File: src/rtl/ctw_pkg.sv
`default_nettype none
package ctw_pkg;

  localparam int FRAC_BITS = 8;
  localparam int IDX_W     = 10;
  localparam int GRID_W    = 11;
  localparam int SPACE_W   = 8;
  localparam int LEN_W     = 18;
  localparam int COORD_W   = 13;
  localparam int XQ_W      = COORD_W + FRAC_BITS - 1;
  localparam int CORDIC_W  = 32;
  localparam int ACC_W     = 18;
  localparam int PHI_W     = 17;
  localparam int STEPS     = 15;
  localparam int TURN      = 65536;
  localparam int HALF_TURN = 32768;
  localparam int SLANT_W   = 44;
  localparam int HELIX_W   = 48;
  localparam int WALL_THICK = 5 << FRAC_BITS;

  typedef enum logic [2:0] {
    REG_MODE         = 3'd0,
    REG_GRID_WIDTH   = 3'd1,
    REG_GRID_DEPTH   = 3'd2,
    REG_SPACE_CELLS  = 3'd3,
    REG_RADIUS_CELLS = 3'd4,
    REG_CUT_LENGTH   = 3'd5,
    REG_FEED_LENGTH  = 3'd6
  } ctw_reg_t;

  localparam logic [1:0] MODE_SLANT  = 2'd0;
  localparam logic [1:0] MODE_MIRROR = 2'd1;
  localparam logic [1:0] MODE_DIRECT = 2'd2;
  // unused code, behaves as the direct angle mode
  localparam logic [1:0] MODE_SPARE  = 2'd3;

  typedef struct packed {
    logic [1:0]         mode;
    logic [GRID_W-1:0]  grid_width;
    logic [GRID_W-1:0]  grid_depth;
    logic [SPACE_W-1:0] space_cells;
    logic [LEN_W-1:0]   radius_cells;
    logic [LEN_W-1:0]   cut_length;
    logic [LEN_W-1:0]   feed_length;
  } ctw_cfg_t;

  typedef struct packed {
    logic signed [CORDIC_W-1:0] u;
    logic signed [CORDIC_W-1:0] v;
    logic signed [ACC_W-1:0]    acc;
    logic signed [XQ_W-1:0]     zq;
    logic                       ring_ok;
    logic                       cut_ok;
  } ctw_item_t;

  function automatic logic signed [ACC_W-1:0] turn_step(input int s);
    case (s)
      0:  return 18'sd8192;
      1:  return 18'sd4836;
      2:  return 18'sd2555;
      3:  return 18'sd1297;
      4:  return 18'sd651;
      5:  return 18'sd326;
      6:  return 18'sd163;
      7:  return 18'sd81;
      8:  return 18'sd41;
      9:  return 18'sd20;
      10: return 18'sd10;
      11: return 18'sd5;
      12: return 18'sd3;
      default: return 18'sd1;
    endcase
  endfunction

endpackage
`default_nettype wire

File: src/rtl/ctw_cordic_cell.sv
`default_nettype none
module ctw_cordic_cell
  import ctw_pkg::*;
#(
  parameter int STEP = 0
) (
  input  wire logic      clk,
  input  wire logic      rst,
  input  wire logic      en,
  input  wire logic      in_valid,
  input  wire ctw_item_t in_item,
  output logic           out_valid,
  output ctw_item_t      out_item
);

  ctw_item_t item_next;
  logic signed [CORDIC_W-1:0] du;
  logic signed [CORDIC_W-1:0] dv;

  // one vectoring rotation, shifts floor toward minus infinity
  always_comb begin
    du = in_item.v >>> STEP;
    dv = in_item.u >>> STEP;
    item_next = in_item;
    if (!in_item.v[CORDIC_W-1]) begin
      item_next.u   = in_item.u + du;
      item_next.v   = in_item.v - dv;
      item_next.acc = in_item.acc + turn_step(STEP);
    end else begin
      item_next.u   = in_item.u - du;
      item_next.v   = in_item.v + dv;
      item_next.acc = in_item.acc - turn_step(STEP);
    end
  end

  always_ff @(posedge clk) begin
    if (rst) begin
      out_valid <= 1'b0;
    end else if (en) begin
      out_valid <= in_valid;
    end
  end

  always_ff @(posedge clk) begin
    if (en) begin
      out_item <= item_next;
    end
  end

endmodule
`default_nettype wire

File: config.mk
export PLATFORM = sky130hd
export DESIGN_NAME = ctw_cordic_cell
export DESIGN_NICKNAME = d
export VERILOG_FILES = /design/src/rtl/ctw_pkg.sv /design/src/rtl/ctw_cordic_cell.sv
export SDC_FILE = /design/constraint.sdc
export NUM_CORES = 1
export LEC_CHECK = 0
export ABC_AREA = 1
export BUFFER_PORTS_ARGS = -buffer_cell sky130_fd_sc_hd__buf_2
export CAP_MARGIN = 15
export CORE_ASPECT_RATIO = 1.25
export CORE_UTILIZATION = 40
export CTS_CLUSTER_DIAMETER = 30
export CTS_CLUSTER_SIZE = 12
export DETAILED_ROUTE_END_ITERATION = 8
export PLACE_DENSITY = 0.73
export SLEW_MARGIN = 20
export SYNTH_ARGS = -nofsm -noshare
export SYNTH_HDL_FRONTEND = slang
export SYNTH_SLANG_ARGS = --single-unit
File: constraint.sdc
create_clock -name clk -period 2.2 [get_ports clk]
set_input_delay 0.44 -clock clk [delete_from_list [all_inputs] [get_ports clk]]
set_output_delay 0.44 -clock clk [all_outputs]
set_load 0.02 [all_outputs]
=== Yosys cells after proc, flatten, opt, wreduce, memory -nomap -nowiden ===
Index checks and enable logic that the tools add are counted.

* Add/sub/neg operators: 5
* Multiplexer cells: 1

{| class="wikitable"
|+ Operators with widths
! cell !! number
|-
| $mux 82 || 1
|-
| $sub 32x32->32 || 2
|-
| $add 32x32->32 || 1
|-
| $add 18x15->18 const B || 1
|-
| $sub 18x15->18 const B || 1
|}

* Flip-flop bits (word level): 105
* Bits of input ports: 108
* Output and inout port bits: 105
* Word-level logic and storage cells: 13

=== Logic depth before layout (Yosys ltp) ===
Gate-level depths: netlist (run 1).

* Word-level depth: 2
* Mapped depth: 17
* Depth with buffers taken out: 16

=== Worst setup path before layout (run 1) ===
OpenSTA, ideal clock, no wires.

* Kind: input to register
* From: input port in_item[40] in the netlist's numbering
* To: register out_item[100] in the netlist's numbering (data pin)
* Setup time: 0.253 ns
* Arrival time: 1.789 ns
* Data required time: 1.947 ns
* Path slack: 0.158 ns
* Stages on the path: 11
* Buffers on the path: 0
* Cell sequence: ha_1 -> fa_1 -> nand2_1 -> nand2_1 -> and2_1 -> nand2_1 -> nand3_1 -> nand2_1 -> nand3_1 -> nand3_1 -> nand2_1

{| class="wikitable"
|+ RTL lines
! what !! line !! text
|-
| start: declaration || ctw_cordic_cell.sv:11 || <nowiki>input wire ctw_item_t in_item,</nowiki>
|-
| end signal: assignment || ctw_cordic_cell.sv:46 || <nowiki>out_item <= item_next;</nowiki>
|-
| end: declaration || ctw_cordic_cell.sv:13 || <nowiki>output ctw_item_t out_item</nowiki>
|}

==> flow_summary_export.csv, run 1 <==
group,metric,value,unit
timing,timing.final.setup_violations,0,
placement,final_weighted_congestion_in_routability_driven_placement,0.952,
routing,drc_violation_count_after_routing,0,
logic_synthesis,synth_compound_area_share,6.60,%
logic_synthesis,post_synth_fa_ha_maj_area_fraction,12.9,%
clock_network,ctsHtreeMaxLevel,3,
global_routing,first_global_vias,11600,
timing,post_route_fraction_of_the_period_consumed_by_the_critical_path,95.7,%
logic_synthesis,synth_top_family_by_area,"simple AND/OR/NAND/NOR gates",
power,leakage,8.15,nW
routing,detail_route.first_pass.iterations,5,
die,initial_utilization,40.7,%
logic_synthesis,syn-cell-area,0.0109,mm2
clock_network,clock_path_buffers,2,
placement,pre_cts_slack,-0.381,ns
logic_synthesis,synth.top_cell.area_share,28.3,%
status,outcome,"complete, no violations",
critical_path,critPathMaxStageDelay,0.40,ns
finish,area_growth_syn_to_layout,31.0,%
routing,average_via_count_per_standard_cell,4.90,
critical_path,endpoint_kind,"register",
timing,worst-slew-pin-transition,0.572,ns
logic_synthesis,synth.yosys.warnings,0,
logic_synthesis,synth_simple_gate_area_share,35.5,%
placement,hpwlAfterDp,31400,um
min_path,min_from,"rst",
critical_path,cp.arrival,2.23,ns
logic_synthesis,syn_area_per_cell,6.48,um2
clock_network,total_clock_buffers_created_by_cts,9,
routing,drt_first_iter_violations,730,
critical_path,worstPathMaxFanout,4,
finish,num_antenna_cells,0,
die,floorplan.die.width,150,um
finish,finalCoreUtilization,53.3,%
timing,clock-skew-final,0,ns
placement,io_buffers,212,
routing,post_drt_wl_per_cell,15.2,um
min_path,hold_path_cell_cnt,2,
critical_path,slowest_stage,"sky130_fd_sc_hd__fa_1",
timing,finalWorstPathRequiredPeriod,2.11,ns
routing,wirelength,37100,um
logic_synthesis,synthFlopType,"sky130_fd_sc_hd__edfxtp_1",
logic_synthesis,synthTopCellsByArea,"sky130_fd_sc_hd__edfxtp_1, sky130_fd_sc_hd__nand2_1, sky130_fd_sc_hd__ha_1, sky130_fd_sc_hd__inv_1, sky130_fd_sc_hd__nand3_1",
logic_synthesis,synth_cell_type_count,38,
clock_network,ctsHoldBuffers,0,
finish,final_layout_size_suffix_gt1_share,24.9,%
logic_synthesis,synth.net_count,1904,
power,ir_drop,0.000378,V
critical_path,regToRegSetupSlack,1.61,ns
global_routing,antenna_violations_before_repair,0,
logic_synthesis,synthDominantAreaCellType,"sky130_fd_sc_hd__edfxtp_1",
min_path,min_delay_worst_endpoint,"out_valid",
critical_path,cpMostUsedCell,"sky130_fd_sc_hd__nand2_1",
critical_path,required_time_reported_for_the_critical_path_endpoint,2.32,ns
logic_synthesis,synth_enable_flop_cells,103,
timing,fmax,475,MHz
clock_network,cts_root_buf,"sky130_fd_sc_hd__clkbuf_16",
clock_network,setup_fix_buffers_added_after_clock_tree_synthesis,0,
critical_path,setup.worst_path.class,"primary input to register",
logic_synthesis,fraction_of_the_yosys_area_taken_by_sequential_cells,28.5,%
die,die_y,187,um
global_routing,grt_max_degree,68,
placement,post_dp_cell_area,0.0139,mm2
die,core.rowCount,67,
timing,final_hold_viol_count,0,
timing,hold_ws,0.223,ns
clock_network,worst_skew_pair.late_latency,0.36,ns
global_routing,grt.total_usage,26.6,%
clock_network,tritoncts,"yes",
logic_synthesis,synthXorXnorAreaFrac,2.01,%
clock_network,clkSlewWorstSetupHoldPaths,0.08,ns
critical_path,worst_setup_path_start_kind,"primary input",
global_routing,grt_first_pass_wirelength,57500,um
run,drv.max_cap_violation_count,0,
die,core_area,0.0268,mm2
power,power.density_cell_area,531,mW/mm2
finish,final_common_cell,"sky130_fd_sc_hd__nand2_1",
timing,fin_setup_tns,0,ns
finish,most-common-layout-cells,"sky130_fd_sc_hd__nand2_1, sky130_fd_sc_hd__inv_1, sky130_fd_sc_hd__buf_4, sky130_fd_sc_hd__buf_2, sky130_fd_sc_hd__nand3_1",
critical_path,r2r-end,"out_valid",
finish,finalInstanceArea,0.0143,mm2
routing,dr_total_vias,12000,
timing,finalMaxSlewViolations,0,
min_path,hold_path_class,"primary input to register",
critical_path,depth_of_the_most_critical_reg_to_reg_path,2,
logic_synthesis,synth-seq-cells,104,
die,i_o_pins,213,
critical_path,cp_cell_sequence,"buf_2 -> ha_1 -> fa_1 -> nand2_1 -> nand2_1 -> nand3_1 -> nand2_2 -> nand2_1 -> nand2_1 -> nand2_1 -> nand4_1 -> nand3_1 -> nand2_1",
global_routing,overflow,0,
logic_synthesis,post_synth_mux_area_share,0.0917,%
die,die-area,0.0280,mm2
timing,finalWorstSetupSlack,0.0946,ns
finish,finalNetCount,2315,
timing,max-slew-margin-rel,61.5,%
logic_synthesis,synthArstFlopShare,0,%
logic_synthesis,syn_inst,1686,
critical_path,crit-reg2reg-launch,"out_valid",
routing,postRouteAntennaNets,0,
clock_network,cts.sinks,104,
[layer usage]
metal  global-route usage (%)  part of all wire [%]
met4                     14.8                   5.8
met2                     48.3                    50
met5                        0                     0
met1                     29.9                    39
met3                     2.64                   5.1
[cell families after synthesis]
| logic type | count (synthesis) |
|---|---|
| AO/OA/AOI/OAI | 132 |
| XOR/XNOR | 25 |
| adder cells (fa/ha/maj) | 110 |
| AND/OR/NAND/NOR | 934 |
| multiplexers | 1 |
| flip-flops | 104 |
| buffers and inverters | 380 |
[cells in the mapped netlist (2+ instances only)]
| library cell | number |
|---|---|
| sky130_fd_sc_hd__fa_1 | 4 |
| sky130_fd_sc_hd__buf_6 | 10 |
| sky130_fd_sc_hd__a21oi_1 | 70 |
| sky130_fd_sc_hd__a21oi_2 | 3 |
| sky130_fd_sc_hd__clkbuf_1 | 4 |
| sky130_fd_sc_hd__nand2_2 | 10 |
| sky130_fd_sc_hd__nand4_1 | 22 |
| sky130_fd_sc_hd__o21ai_0 | 33 |
| sky130_fd_sc_hd__nand3_1 | 158 |
| sky130_fd_sc_hd__nand2_1 | 615 |
| sky130_fd_sc_hd__nand3b_1 | 3 |
| sky130_fd_sc_hd__buf_2 | 15 |
| sky130_fd_sc_hd__and2_1 | 3 |
| sky130_fd_sc_hd__a31oi_1 | 3 |
| sky130_fd_sc_hd__nor3_2 | 3 |
| sky130_fd_sc_hd__buf_4 | 13 |
| sky130_fd_sc_hd__nand3b_2 | 2 |
| sky130_fd_sc_hd__nor2_1 | 104 |
| sky130_fd_sc_hd__xor2_1 | 24 |
| sky130_fd_sc_hd__o21ai_1 | 2 |
| sky130_fd_sc_hd__o21a_1 | 2 |
| sky130_fd_sc_hd__inv_1 | 336 |
| sky130_fd_sc_hd__edfxtp_1 | 103 |
| sky130_fd_sc_hd__nor2_2 | 7 |
| sky130_fd_sc_hd__o22ai_1 | 6 |
| sky130_fd_sc_hd__ha_1 | 106 |
| sky130_fd_sc_hd__o21bai_1 | 11 |
| sky130_fd_sc_hd__nor3_1 | 4 |
[flip-flops by register name, indices dropped and copies added (netlist names)]
register,flops
out_valid,1
out_item,103
[report_power, final]
group / internal [mW] / switching (mW) / total [mW] / leakage [nW]
logic: 1.27 / 2.05 / 3.33 / 6.99
registers: 2.48 / 0.0865 / 2.57 / 1.02
clock network: 0.816 / 0.878 / 1.69 / 0.147
total: 4.57 / 3.02 / 7.59 / 8.15
[worst max-delay path: cells and delay by family]
| family | cells | cell delay (ns) |
|---|---|---|
| adder cells (fa/ha/maj) | 2 | 0.64 |
| AND/OR/NAND/NOR | 10 | 1.01 |
| buffers and inverters | 1 | 0.12 |
[final cells by class]
type	count	area, um2
Clock inverter	7	85.1
Clock buffer	9	225
Tap cell	345	432
Inverter	337	1260
Multi-Input combinational cell	1202	6320
Sequential cell	104	3110
Fill cell	2678	12500
Timing Repair Buffer	443	2860
[how the worst max path moves through the flow]
stage / startpoint / to / cells past startpoint
4_1_cts: in_item[40] / out_item[64] / 14
3_5_place_dp: in_item[40] / out_item[64] / 14
5_1_grt: in_item[45] / out_item[92] / 15
2_1_floorplan: in_item[40] / out_item[100] / 11
6_report: in_item[40] / out_item[58] / 13
3_3_place_gp: in_item[40] / out_item[64] / 14
[through the flow]
stage / total power, mW / instances
final: 7.59 / 2447
after global routing: 8.01 / 2447
after CTS: 7.57 / 2447
after detailed placement: 5.88 / 2431
after global placement: 5.82 / 2431
after floorplan: 4.46 / 1686
[repair_timing]
item	CTS	global route
pin swaps	0	0
gates resized for setup	1	34
setup endpoints to repair	1	29
Note: power is estimated with default switching activity, not from simulation.
==> run 2: changes to the inputs <==
- PLACE_DENSITY: 0.73 -> 0.75
- clock period: 2.2 -> 1.9 ns (I/O delays scaled with it)
==> flow_summary_export.csv, run 2 (synthesis results as in run 1) <==
group,metric,value,unit
status,outcome,"complete, no violations",
critical_path,required_time_reported_for_the_critical_path_endpoint,2.01,ns
timing,finalWorstSetupSlack,0.0436,ns
die,initial_utilization,40.7,%
power,ir_drop,0.000444,V
finish,area_growth_syn_to_layout,43.5,%
finish,finalCoreUtilization,58.4,%
timing,post_route_fraction_of_the_period_consumed_by_the_critical_path,97.7,%
critical_path,cp.arrival,1.96,ns
finish,registers.top_by_ff_count,"out_item",
min_path,min_from,"rst",
power,power.density_cell_area,593,mW/mm2
timing,hold_ws,0.171,ns
timing,clock-skew-final,0,ns
die,die_y,187,um
routing,dr_total_vias,12400,
placement,post_dp_cell_area,0.0141,mm2
timing,fmax,539,MHz
finish,largest_reg_flops,103,
global_routing,first_global_vias,12100,
power,post-layout-total-power,9.29,mW
clock_network,ctsHtreeMaxLevel,3,
placement,dpl.cell_count,2447,
clock_network,clock_path_buffers,2,
critical_path,worstPathMaxFanout,6,
min_path,hold_path_cell_cnt,2,
placement,pre_cts_slack,-0.597,ns
finish,final_common_cell,"sky130_fd_sc_hd__nand2_1",
die,die-area,0.0280,mm2
global_routing,overflow,0,
routing,wirelength,39600,um
finish,finalInstanceArea,0.0157,mm2
run,drv.max_cap_violation_count,0,
finish,ff_latch_area,0.00311,mm2
clock_network,cts_root_buf,"sky130_fd_sc_hd__clkbuf_16",
timing,finalMaxSlewViolations,0,
timing,timing.final.setup_violations,0,
clock_network,tritoncts,"yes",
clock_network,worst_skew_pair.late_latency,0.35,ns
finish,reg.largest.list,"out_item (103), out_valid (1)",
power,leakage,8.51,nW
routing,drc_violation_count_after_routing,0,
critical_path,endpoint_kind,"register",
global_routing,antenna_violations_before_repair,0,
finish,num-fill-cells,2580,
critical_path,setup.worst_path.class,"primary input to register",
finish,multi_input_combinational_cell_area,0.00744,mm2
finish,most-common-layout-cells,"sky130_fd_sc_hd__nand2_1, sky130_fd_sc_hd__inv_1, sky130_fd_sc_hd__buf_4, sky130_fd_sc_hd__buf_2, sky130_fd_sc_hd__nand3_1",
critical_path,worst_setup_path_start_kind,"primary input",
timing,finalWorstPathRequiredPeriod,1.86,ns
global_routing,grt_max_degree,68,
routing,post_drt_wl_per_cell,16.0,um
timing,max-slew-margin-rel,75.6,%
placement,final_weighted_congestion_in_routability_driven_placement,0.996,
min_path,min_delay_worst_endpoint,"out_valid",
global_routing,grt.total_usage,27.9,%
routing,drt_first_iter_violations,732,
die,core.rowCount,67,
placement,hpwlAfterDp,32600,um
finish,num_antenna_cells,0,
routing,average_via_count_per_standard_cell,4.98,
critical_path,regToRegSetupSlack,1.31,ns
clock_network,total_clock_buffers_created_by_cts,9,
clock_network,cts.sinks,104,
timing,grt_setup_unrepaired,"yes",
finish,final_layout_size_suffix_gt1_share,35.6,%
min_path,hold_path_class,"primary input to register",
finish,finalNetCount,2349,
routing,detail_route.first_pass.iterations,6,
clock_network,clkSlewWorstSetupHoldPaths,0.08,ns
routing,postRouteAntennaNets,0,
timing,fin_setup_tns,0,ns
global_routing,grt_first_pass_wirelength,60000,um
critical_path,depth_of_the_most_critical_reg_to_reg_path,2,
die,floorplan.die.width,150,um
critical_path,crit-reg2reg-launch,"out_valid",
die,core_area,0.0268,mm2
finish,instances_no_fill,2481,
timing,worst-slew-pin-transition,0.366,ns
die,i_o_pins,213,
critical_path,r2r-end,"out_valid",
placement,io_buffers,212,
timing,final_hold_viol_count,0,
## run 2: worst max-delay path, cell delays in order
cell and delay, ns:
sky130_fd_sc_hd__buf_2 0.11, sky130_fd_sc_hd__inv_1 0.09, sky130_fd_sc_hd__ha_4 0.22, sky130_fd_sc_hd__buf_6 0.14, sky130_fd_sc_hd__nand2_4 0.10, sky130_fd_sc_hd__inv_2 0.05, sky130_fd_sc_hd__nand2_1 0.06, sky130_fd_sc_hd__nand2_1 0.07
sky130_fd_sc_hd__buf_4 0.14, sky130_fd_sc_hd__a21oi_1 0.14, sky130_fd_sc_hd__nand2_2 0.12, sky130_fd_sc_hd__nand2_2 0.08, sky130_fd_sc_hd__nand3_1 0.06, sky130_fd_sc_hd__nand3_1 0.08, sky130_fd_sc_hd__nand2_1 0.11
## run 2: area by class of cell
type                            count  area share (%)
Clock buffer                        9            1.44
Inverter                          337            8.10
Tap cell                          345            2.75
Sequential cell                   104            19.9
Timing Repair Buffer              477            19.9
Multi-Input combinational cell   1202            47.5
Clock inverter                      7           0.455
## run 2: where the power goes
group	total, mW	internal, mW	switching, mW
sequential	2.96	2.87	0.0933
combinational	4.41	1.74	2.67
clock	1.92	0.931	0.986
## run 2: what timing repair did
| item | CTS | global route |
|---|---|---|
| resized for setup | 87 | 211 |
| buffers inserted | 4 | 15 |
| pin swaps | 12 | 47 |
| endpoints found under the setup margin | 44 | 47 |
| hold buffers | 0 | 0 |
## run 2: worst max path at each step
stage	from	to	slack, ns	cells after the start
3_3_place_gp	in_item[45]	out_item[86]	-0.60	11
5_1_grt	in_item[68]	out_item[71]	-0.04	13
4_1_cts	in_item[59]	out_item[102]	-0.002	14
2_1_floorplan	in_item[42]	out_item[102]	-0.002	15
3_5_place_dp	in_item[45]	out_item[102]	-0.60	14
6_report	in_item[46]	out_item[91]	0.04	15
## run 2: routing by layer
layer  global-route usage [%]  part of all wire [%]  vias up
met5                        0                     0        -
met4                     15.6                   6.0        0
met3                     2.22                   4.2      121
met2                     51.5                    51      426
met1                     30.8                    39     5682
li1                         -                     -     6127
